### config.mk
export PLATFORM = sky130hd
export DESIGN_NAME = cluster_chain_allocator
export DESIGN_NICKNAME = d
export VERILOG_FILES = /design/src/rtl/core/cca_pkg.sv /design/src/rtl/core/cluster_chain_allocator.sv /design/src/rtl/core/cca_ram.sv /design/src/rtl/core/cca_ctrl.sv /design/src/rtl/core/cca_dp.sv
export SDC_FILE = /design/constraint.sdc
export NUM_CORES = 1
export LEC_CHECK = 0
export BUFFER_PORTS_ARGS = -buffer_cell sky130_fd_sc_hd__buf_2
export CAP_MARGIN = 20
export CORE_MARGIN = 1
export CORE_UTILIZATION = 40
export DETAILED_ROUTE_END_ITERATION = 10
export GPL_TIMING_DRIVEN = 0
export PLACE_DENSITY_LB_ADDON = 0.3
export SLEW_MARGIN = 5
export SYNTH_ARGS = -nofsm -noshare
export SYNTH_HDL_FRONTEND = slang
export SYNTH_HIERARCHICAL = 1
export SYNTH_SLANG_ARGS = --single-unit
### constraint.sdc
create_clock -name aclk -period 7.39 [get_ports aclk]
set_input_delay 1.8475 -clock aclk [delete_from_list [all_inputs] [get_ports aclk]]
set_output_delay 1.8475 -clock aclk [all_outputs]
set_load 0.01 [all_outputs]
### src/rtl/core/cca_pkg.sv
// Shared types and constants of the cluster chain allocator.
package cca_pkg;

    localparam int CLUSTERS  = 64;
    localparam int CLUSTER_W = 6;
    localparam int LINK_W    = 7;
    localparam int COUNT_W   = 7;
    localparam int SIZE_W    = 16;

    typedef enum logic {
        OP_ALLOC = 1'b0,
        OP_WALK  = 1'b1
    } op_t;

    typedef enum logic [1:0] {
        STATUS_OK         = 2'd0,
        STATUS_FULL       = 2'd1,
        STATUS_FREE_START = 2'd2
    } status_t;

    // Source of the cluster field of a result
    typedef enum logic [1:0] {
        SRC_ZERO   = 2'd0,
        SRC_CURSOR = 2'd1,
        SRC_ALLOC  = 2'd2
    } src_t;

    typedef enum logic [2:0] {
        ST_IDLE      = 3'd0,
        ST_CHECK     = 3'd1,
        ST_ALLOC     = 3'd2,
        ST_WALK      = 3'd3,
        ST_WALK_WAIT = 3'd4,
        ST_REPORT    = 3'd5
    } state_t;

    typedef struct packed {
        logic    load;
        logic    alloc_step;
        logic    walk_step;
        logic    emit;
        logic    emit_last;
        status_t emit_status;
        src_t    emit_src;
    } cmd_t;

    typedef struct packed {
        logic op_walk;
        logic alloc_fits;
        logic start_free;
        logic alloc_last;
        logic walk_end;
        logic out_free;
    } sts_t;

endpackage

### src/rtl/core/cluster_chain_allocator.sv
// Top level of the cluster chain allocator: controller plus datapath.
//
//  Channel   Direction  Ports                                       Moves
//  s_        in         s_valid s_ready s_op s_size_bytes           one request per transfer
//                       s_start_cluster
//  m_        out        m_valid m_ready m_cluster m_last m_status   one cluster per transfer
//
// Sequence: a request passes through the capacity/free check state after its transfer.
//   An allocate then emits one cluster per cycle while the result register is free.
//   A walk emits a cluster, then passes a wait state as the link memory read is registered;
//   an error result is emitted from the report state that follows the check.
// Reset: clears the allocation pointer and the result valid flag, so every cluster
//   is free again at once; the link memory is not cleared, it is always written
//   before it is read.
// Stalls: the result register holds while m_ready is low and the sequence waits;
//   a new request is taken once the last result of the previous one is loaded.
module cluster_chain_allocator #(
    parameter int CLUSTER_BYTES = 512
) (
    input  logic        aclk,
    input  logic        aresetn,
    input  logic        s_valid,
    output logic        s_ready,
    input  logic        s_op,
    input  logic [15:0] s_size_bytes,
    input  logic [5:0]  s_start_cluster,
    output logic        m_valid,
    input  logic        m_ready,
    output logic [5:0]  m_cluster,
    output logic        m_last,
    output logic [1:0]  m_status
);

    cca_pkg::cmd_t cmd;
    cca_pkg::sts_t sts;

    // Sequence the request: accept, check, then step clusters into the result register
    cca_ctrl u_ctrl (
        .aclk    (aclk),
        .aresetn (aresetn),
        .s_valid (s_valid),
        .s_ready (s_ready),
        .sts     (sts),
        .cmd     (cmd)
    );

    // Hold the allocation pointer, link memory and result register
    cca_dp #(
        .CLUSTER_BYTES (CLUSTER_BYTES)
    ) u_dp (
        .aclk            (aclk),
        .aresetn         (aresetn),
        .s_op            (s_op),
        .s_size_bytes    (s_size_bytes),
        .s_start_cluster (s_start_cluster),
        .cmd             (cmd),
        .sts             (sts),
        .m_valid         (m_valid),
        .m_ready         (m_ready),
        .m_cluster       (m_cluster),
        .m_last          (m_last),
        .m_status        (m_status)
    );

endmodule

### src/rtl/core/cca_ram.sv
// Generic single-write, single-read RAM with registered read data.
module cca_ram #(
    parameter int WIDTH = 8,
    parameter int DEPTH = 64
) (
    input  logic                     aclk,
    input  logic                     wr_en,
    input  logic [$clog2(DEPTH)-1:0] wr_addr,
    input  logic [WIDTH-1:0]         wr_data,
    input  logic [$clog2(DEPTH)-1:0] rd_addr,
    output logic [WIDTH-1:0]         rd_data
);

    logic [WIDTH-1:0] mem_reg [DEPTH];
    logic [WIDTH-1:0] rd_data_reg;

    always_ff @(posedge aclk) begin
        if (wr_en) begin
            mem_reg[wr_addr] <= wr_data;
        end
        rd_data_reg <= mem_reg[rd_addr];
    end

    assign rd_data = rd_data_reg;

endmodule

### src/rtl/core/cca_ctrl.sv
// Controller state machine of the cluster chain allocator.
module cca_ctrl (
    input  logic          aclk,
    input  logic          aresetn,
    input  logic          s_valid,
    output logic          s_ready,
    input  cca_pkg::sts_t sts,
    output cca_pkg::cmd_t cmd
);

    cca_pkg::state_t state_reg;
    cca_pkg::state_t state_next;

    always_ff @(posedge aclk) begin
        if (!aresetn) begin
            state_reg <= cca_pkg::ST_IDLE;
        end else begin
            state_reg <= state_next;
        end
    end

    always_comb begin
        state_next = state_reg;
        cmd        = '0;
        s_ready    = 1'b0;
        unique case (state_reg)
            cca_pkg::ST_IDLE: begin
                s_ready = 1'b1;
                if (s_valid) begin
                    cmd.load   = 1'b1;
                    state_next = cca_pkg::ST_CHECK;
                end
            end
            cca_pkg::ST_CHECK: begin
                if (sts.op_walk) begin
                    state_next = sts.start_free ? cca_pkg::ST_REPORT : cca_pkg::ST_WALK;
                end else begin
                    state_next = sts.alloc_fits ? cca_pkg::ST_ALLOC : cca_pkg::ST_REPORT;
                end
            end
            cca_pkg::ST_ALLOC: begin
                if (sts.out_free) begin
                    cmd.alloc_step  = 1'b1;
                    cmd.emit        = 1'b1;
                    cmd.emit_last   = sts.alloc_last;
                    cmd.emit_status = cca_pkg::STATUS_OK;
                    cmd.emit_src    = cca_pkg::SRC_ALLOC;
                    if (sts.alloc_last) begin
                        state_next = cca_pkg::ST_IDLE;
                    end
                end
            end
            cca_pkg::ST_WALK: begin
                if (sts.out_free) begin
                    cmd.walk_step   = 1'b1;
                    cmd.emit        = 1'b1;
                    cmd.emit_last   = sts.walk_end;
                    cmd.emit_status = cca_pkg::STATUS_OK;
                    cmd.emit_src    = cca_pkg::SRC_CURSOR;
                    state_next      = sts.walk_end ? cca_pkg::ST_IDLE : cca_pkg::ST_WALK_WAIT;
                end
            end
            cca_pkg::ST_WALK_WAIT: begin
                state_next = cca_pkg::ST_WALK;
            end
            cca_pkg::ST_REPORT: begin
                if (sts.out_free) begin
                    cmd.emit      = 1'b1;
                    cmd.emit_last = 1'b1;
                    if (sts.op_walk) begin
                        cmd.emit_status = cca_pkg::STATUS_FREE_START;
                        cmd.emit_src    = cca_pkg::SRC_CURSOR;
                    end else begin
                        cmd.emit_status = cca_pkg::STATUS_FULL;
                        cmd.emit_src    = cca_pkg::SRC_ZERO;
                    end
                    state_next = cca_pkg::ST_IDLE;
                end
            end
            default: begin
                state_next = cca_pkg::ST_IDLE;
            end
        endcase
    end

endmodule

### src/rtl/core/cca_dp.sv
// Datapath: allocation pointer, size and walk registers, link memory, result register.
module cca_dp #(
    parameter int CLUSTER_BYTES = 512
) (
    input  logic                            aclk,
    input  logic                            aresetn,
    input  logic                            s_op,
    input  logic [cca_pkg::SIZE_W-1:0]      s_size_bytes,
    input  logic [cca_pkg::CLUSTER_W-1:0]   s_start_cluster,
    input  cca_pkg::cmd_t                   cmd,
    output cca_pkg::sts_t                   sts,
    output logic                            m_valid,
    input  logic                            m_ready,
    output logic [cca_pkg::CLUSTER_W-1:0]   m_cluster,
    output logic                            m_last,
    output logic [1:0]                      m_status
);

    localparam int CB_W  = $clog2(CLUSTER_BYTES + 1);
    localparam int CAP_W = cca_pkg::COUNT_W + CB_W;
    localparam int CMP_W = (CAP_W > cca_pkg::SIZE_W) ? CAP_W : cca_pkg::SIZE_W;
    localparam logic [CB_W-1:0] CB = CB_W'(CLUSTER_BYTES);
    localparam logic [cca_pkg::COUNT_W-1:0] ALL_CLUSTERS = cca_pkg::COUNT_W'(cca_pkg::CLUSTERS);
    localparam logic [cca_pkg::COUNT_W-1:0] WALK_MAX = cca_pkg::COUNT_W'(cca_pkg::CLUSTERS - 1);
    localparam logic [cca_pkg::LINK_W-1:0] LINK_END = cca_pkg::LINK_W'(cca_pkg::CLUSTERS);

    // Clusters are taken lowest first and never freed, so the free ones are
    // exactly those at or above the allocation pointer.
    logic [cca_pkg::COUNT_W-1:0]   nf_reg, nf_next;
    logic                          m_valid_reg, m_valid_next;
    cca_pkg::op_t                  op_reg;
    logic [cca_pkg::SIZE_W-1:0]    rem_reg;
    logic [cca_pkg::CLUSTER_W-1:0] cur_reg;
    logic [CAP_W-1:0]              cap_reg;
    logic [cca_pkg::COUNT_W-1:0]   walk_cnt_reg;
    logic [cca_pkg::CLUSTER_W-1:0] cluster_reg;
    logic                          last_reg;
    cca_pkg::status_t              status_reg;

    logic [cca_pkg::COUNT_W-1:0]   free_cnt;
    logic [cca_pkg::LINK_W-1:0]    link_rd;
    logic [cca_pkg::LINK_W-1:0]    link_wr;
    logic [cca_pkg::SIZE_W-1:0]    rem_dec;
    logic [cca_pkg::CLUSTER_W-1:0] emit_cluster;

    assign free_cnt = ALL_CLUSTERS - nf_reg;
    assign rem_dec  = cca_pkg::SIZE_W'(CMP_W'(rem_reg) - CMP_W'(CB));

    assign sts.op_walk    = (op_reg == cca_pkg::OP_WALK);
    assign sts.alloc_fits = (nf_reg != ALL_CLUSTERS) && (CMP_W'(rem_reg) <= CMP_W'(cap_reg));
    assign sts.start_free = (cca_pkg::COUNT_W'(cur_reg) >= nf_reg);
    assign sts.alloc_last = (CMP_W'(rem_reg) <= CMP_W'(CB));
    assign sts.walk_end   = (link_rd >= LINK_END) || (walk_cnt_reg == WALK_MAX);
    assign sts.out_free   = !m_valid_reg || m_ready;

    assign link_wr = sts.alloc_last ? LINK_END : cca_pkg::LINK_W'(nf_reg + 1'b1);

    cca_ram #(
        .WIDTH (cca_pkg::LINK_W),
        .DEPTH (cca_pkg::CLUSTERS)
    ) u_link_ram (
        .aclk    (aclk),
        .wr_en   (cmd.alloc_step),
        .wr_addr (nf_reg[cca_pkg::CLUSTER_W-1:0]),
        .wr_data (link_wr),
        .rd_addr (cur_reg),
        .rd_data (link_rd)
    );

    always_comb begin
        unique case (cmd.emit_src)
            cca_pkg::SRC_ZERO:   emit_cluster = '0;
            cca_pkg::SRC_CURSOR: emit_cluster = cur_reg;
            cca_pkg::SRC_ALLOC:  emit_cluster = nf_reg[cca_pkg::CLUSTER_W-1:0];
            default:             emit_cluster = '0;
        endcase
    end

    always_comb begin
        nf_next      = nf_reg;
        m_valid_next = m_valid_reg;
        if (cmd.alloc_step) begin
            nf_next = nf_reg + 1'b1;
        end
        if (cmd.emit) begin
            m_valid_next = 1'b1;
        end else if (m_ready) begin
            m_valid_next = 1'b0;
        end
    end

    always_ff @(posedge aclk) begin
        if (!aresetn) begin
            nf_reg      <= '0;
            m_valid_reg <= 1'b0;
        end else begin
            nf_reg      <= nf_next;
            m_valid_reg <= m_valid_next;
        end
    end

    always_ff @(posedge aclk) begin
        if (cmd.load) begin
            op_reg       <= cca_pkg::op_t'(s_op);
            rem_reg      <= s_size_bytes;
            cur_reg      <= s_start_cluster;
            cap_reg      <= CAP_W'(free_cnt) * CAP_W'(CB);
            walk_cnt_reg <= '0;
        end
        if (cmd.alloc_step) begin
            rem_reg <= rem_dec;
        end
        if (cmd.walk_step) begin
            cur_reg      <= link_rd[cca_pkg::CLUSTER_W-1:0];
            walk_cnt_reg <= walk_cnt_reg + 1'b1;
        end
        if (cmd.emit) begin
            cluster_reg <= emit_cluster;
            last_reg    <= cmd.emit_last;
            status_reg  <= cmd.emit_status;
        end
    end

    assign m_valid   = m_valid_reg;
    assign m_cluster = cluster_reg;
    assign m_last    = last_reg;
    assign m_status  = status_reg;

    a_nf_bound: assert property (@(posedge aclk) disable iff (!aresetn)
        nf_reg <= ALL_CLUSTERS)
        else $error("allocation pointer past last cluster");

    a_alloc_room: assert property (@(posedge aclk) disable iff (!aresetn)
        cmd.alloc_step |-> (nf_reg < ALL_CLUSTERS))
        else $error("allocation step with no free cluster");

    a_emit_slot: assert property (@(posedge aclk) disable iff (!aresetn)
        cmd.emit |-> (!m_valid_reg || m_ready))
        else $error("result overwritten before transfer");

    a_nf_hold: assert property (@(posedge aclk) disable iff (!aresetn)
        !cmd.alloc_step |=> $stable(nf_reg))
        else $error("allocation pointer moved without allocation");

endmodule

==> summary.log <==
qor: cells_and_area.number_of_fillers_in_the_final_layout 4331
qor: yosys.synth-async-reset-ratio 0
qor: timing.slew_headroom 0.261
qor: yosys.post_synth_num_cell_types 62
qor: global_route.first_global_vias 11053
qor: worst_setup_path.timing.critical_path.slowest_cell_delay 910 ps
qor: min_path.holdPathEnd u_dp/cur_reg[1]
qor: worst_setup_path.critical_path.reg2reg.startpoint u_ctrl/state_reg[1]
qor: cells_and_area.syn2layout_area_growth 14.0%
qor: global_route.grt_overflow_total 0
qor: yosys.largest_family_of_logic_cells_by_synthesized_area multiplexers
qor: yosys.post_synth_mux_area_share 0.135
qor: global_route.gr-usage-all-layers 0.189
qor: cells_and_area.post_layout_instance_area 23700 sq um
qor: min_path.min_delay_path_depth 1
qor: clock_network.numCtsBuffers 49
qor: timing.tightest_hold_margin 539 ps
qor: cells_and_area.drive_above_1_share 0.230
qor: yosys.synthDominantCellAreaShare 0.712
qor: cells_and_area.non_filler_instance_count_after_layout 1942
qor: worst_setup_path.worst-path-max-fanout 9
qor: yosys.yosys-top-cells-area sky130_fd_sc_hd__edfxtp_1 (71%), sky130_fd_sc_hd__mux4_2 (12%), sky130_fd_sc_hd__nor2_1 (1.8%), sky130_fd_sc_hd__dfxtp_1 (1.7%), sky130_fd_sc_hd__ha_1 (1.2%)
qor: placement.post_dp_area 22100 sq um
qor: yosys.synth_commonest_cells sky130_fd_sc_hd__edfxtp_1 (494), sky130_fd_sc_hd__mux4_2 (112), sky130_fd_sc_hd__nor2_1 (98), sky130_fd_sc_hd__inv_1 (24)
qor: cells_and_area.finish.net_count 1269
qor: global_route.grt_pass1_wl 72700 um
qor: cells_and_area.number_of_flip_flops_under_the_largest_register_name 448
qor: clock_network.cts_resized 0
qor: clock_network.cts.root.buffer_cell sky130_fd_sc_hd__clkbuf_16
qor: timing.worst-slew-pin-transition 1110 ps
qor: clock_network.postCtsSetupBuffers 0
qor: worst_setup_path.worstReg2RegEnd u_dp/u_link_ram/mem_reg[46][5]
qor: timing.timing.final.setup_violations 0
qor: clock_network.clk_transition_reported_paths 60 ps
qor: yosys.syn_inst 1124
qor: global_route.antenna_found_initial 0
qor: worst_setup_path.criticalPathCategory in2reg
qor: yosys.adder_and_majority_cell_fraction_of_the_synthesized_area 0.0120
qor: yosys.synth_flop_cell sky130_fd_sc_hd__edfxtp_1
qor: yosys.synth_simple_gate_area_frac 0.0578
qor: worst_setup_path.reg2reg_slack 3940 ps
qor: die.core_area 51400 sq um
qor: die.die_w 230 um
qor: placement.final_wtd_congestion 0.954
qor: die.floorplan.die_area 53000 sq um
qor: worst_setup_path.critical_path.slowest_cell sky130_fd_sc_hd__nor2_1
qor: pwr.pwr_density_cell 319 nW/um^2
qor: clock_network.clk-insertion-delay-late 600 ps
qor: worst_setup_path.cp-end-kind flip-flop
qor: yosys.yosysTopAreaCell sky130_fd_sc_hd__edfxtp_1
qor: min_path.hold_class reg2reg
qor: timing.min_period 4300 ps
qor: yosys.sequential_cell_area_fraction_in_the_yosys_report 0.730
qor: placement.dp_cells 1851
qor: drt.drc 0
qor: drt.wirelength 49600 um
qor: yosys.syn-mean-instance-area 18.5 sq um
qor: die.height_of_the_die 230 um
qor: yosys.postSynthNetCount 1171
qor: clock_network.clock-sinks 512
qor: timing.max_slew_violation_count 0
qor: cells_and_area.diodes 0
qor: timing.fin_skew 22.9 ps
qor: die.initial_utilization 0.405
qor: global_route.grt_start_max_net_pins 45
qor: worst_setup_path.cp.arrival 4510 ps
qor: pwr.vdd_drop_max 0.164 mV
qor: worst_setup_path.reg2regPathDepth 7
qor: die.core.rowCount 83
qor: worst_setup_path.crit_path_cell_trace buf_2 > nand2b_1 > nor3b_1 > buf_4 > nor2b_1 > nand3_1 > nor2_1
qor: pwr.leak 7.73 nW
qor: yosys.synth-seq-cells 512
qor: drt.vias 11018
qor: yosys.synth.cell_area 20800 sq um
qor: clock_network.holdBufCountCts 0
qor: placement.port_buffers 37
qor: die.ioPinCount 38
qor: drt.route.detailed.wl_per_inst 25.5 um
qor: worst_setup_path.cp-start-kind primary input
qor: clock_network.clock_tree_from_tritoncts built
qor: yosys.synth_enable_flop_cells 494
qor: yosys.xor_and_xnor_fraction_of_the_mapped_netlist_area 0.00925
qor: timing.fmaxAchievable 233 MHz
qor: yosys.synth-warning-count 6
qor: timing.count_of_final_hold_check_violations 0
qor: timing.setup_total_negative_slack 0 ps
qor: timing.layout_worst_path_cycle_share 0.581
qor: clock_network.bufs_on_longest_clock_path 3
qor: placement.dp_hpwl 32700 um
qor: run_status.status finished, final reports clean
qor: worst_setup_path.cp_data_required_time 7600 ps
qor: drt.drt_first_pass_iters 6
qor: yosys.synth_compound_area_frac 0.0366
qor: clock_network.htree_num_levels 2
qor: drt.route.detailed.vias_per_inst 5.67
qor: drt.initial_detailed_routing_violation_count 1191
qor: run.maximum_capacitance_violations 0
qor: drt.route.antenna.remaining_nets 0
qor: timing.rsz_0062_raised_after_global_routing no
qor: yosys.synthMostInstantiatedCell sky130_fd_sc_hd__edfxtp_1
qor: min_path.worstHoldStart u_dp/u_link_ram/rd_data[1]
[critical path, delay by kind of cell]
kind	cells	cell delay [ps]
buffers and inverters	2	310
and+or+nand+nor	5	2340
[power breakdown]
group | total [mW] | switching (mW) | leakage, nW | internal, mW
Clock | 2.59 | 1.06 | 0.818 | 1.53
Combinational | 1.52 | 0.933 | 2.09 | 0.587
Sequential | 3.48 | 0.0913 | 4.82 | 3.39
Total | 7.59 | 2.08 | 7.73 | 5.50
[layout make-up]
class,instances,area (sq um),area share
inverters,24,90.1,0.00379
plain buffers,56,320,0.0135
clock inverters,30,367,0.0154
flip-flops and latches,512,15200,0.640
multi-input cells,532,5270,0.222
repair buffers,47,363,0.0153
well taps,680,851,0.0358
clock buffers,61,1290,0.0544
[metrics by stage]
stage	total power [mW]	worst slack, ps	util
final	7.59	3090	0.462
after global routing	7.85	3020	0.462
after CTS	7.64	3150	0.462
after global placement	5.02	1550	0.425
after floorplan	4.51	3690	-
after detailed placement	5.06	2560	0.430
[worst max-delay path by stage]
stage                    from                             end  cells after the start
3_3_place_gp   u_dp/nf_reg[0]  u_dp/u_link_ram/mem_reg[18][1]                      4
3_5_place_dp          m_ready  u_dp/u_link_ram/mem_reg[46][6]                      7
6_report              m_ready  u_dp/u_link_ram/mem_reg[46][5]                      7
4_1_cts               m_ready  u_dp/u_link_ram/mem_reg[46][4]                      7
5_1_grt               m_ready  u_dp/u_link_ram/mem_reg[46][4]                      7
2_1_floorplan         m_ready  u_dp/u_link_ram/mem_reg[62][0]                      6
[per-layer routing]
metal  up-vias  track usage  wire, um
li1       4725            -         -
met1      5755        0.253     20400
met2       447        0.308     23800
met3        91       0.0352      3790
met4         0       0.0683      1630
met5         -            0         0
[placed cells by master (no fill, tap or decap), drive strengths merged, types with 11 or more instances in the layout]
master  instances
a21oi          23
a22oi          14
and2           11
buf            82
clkbuf         82
clkinv         21
dfxtp          18
edfxtp        494
ha             20
inv            25
mux2i          19
mux4          112
nand2          22
nand3          19
nor2           98
nor2b          22
nor3           16
o21ai          19
o22ai          12
xnor2          17
[cell families after synthesis]
group	after synthesis
flops	512
compound gates	113
xor+xnor	22
fa+ha+maj	20
mux	140
buf+inv	80
simple gates	237
No activity file was read; power rests on OpenSTA's default activity.
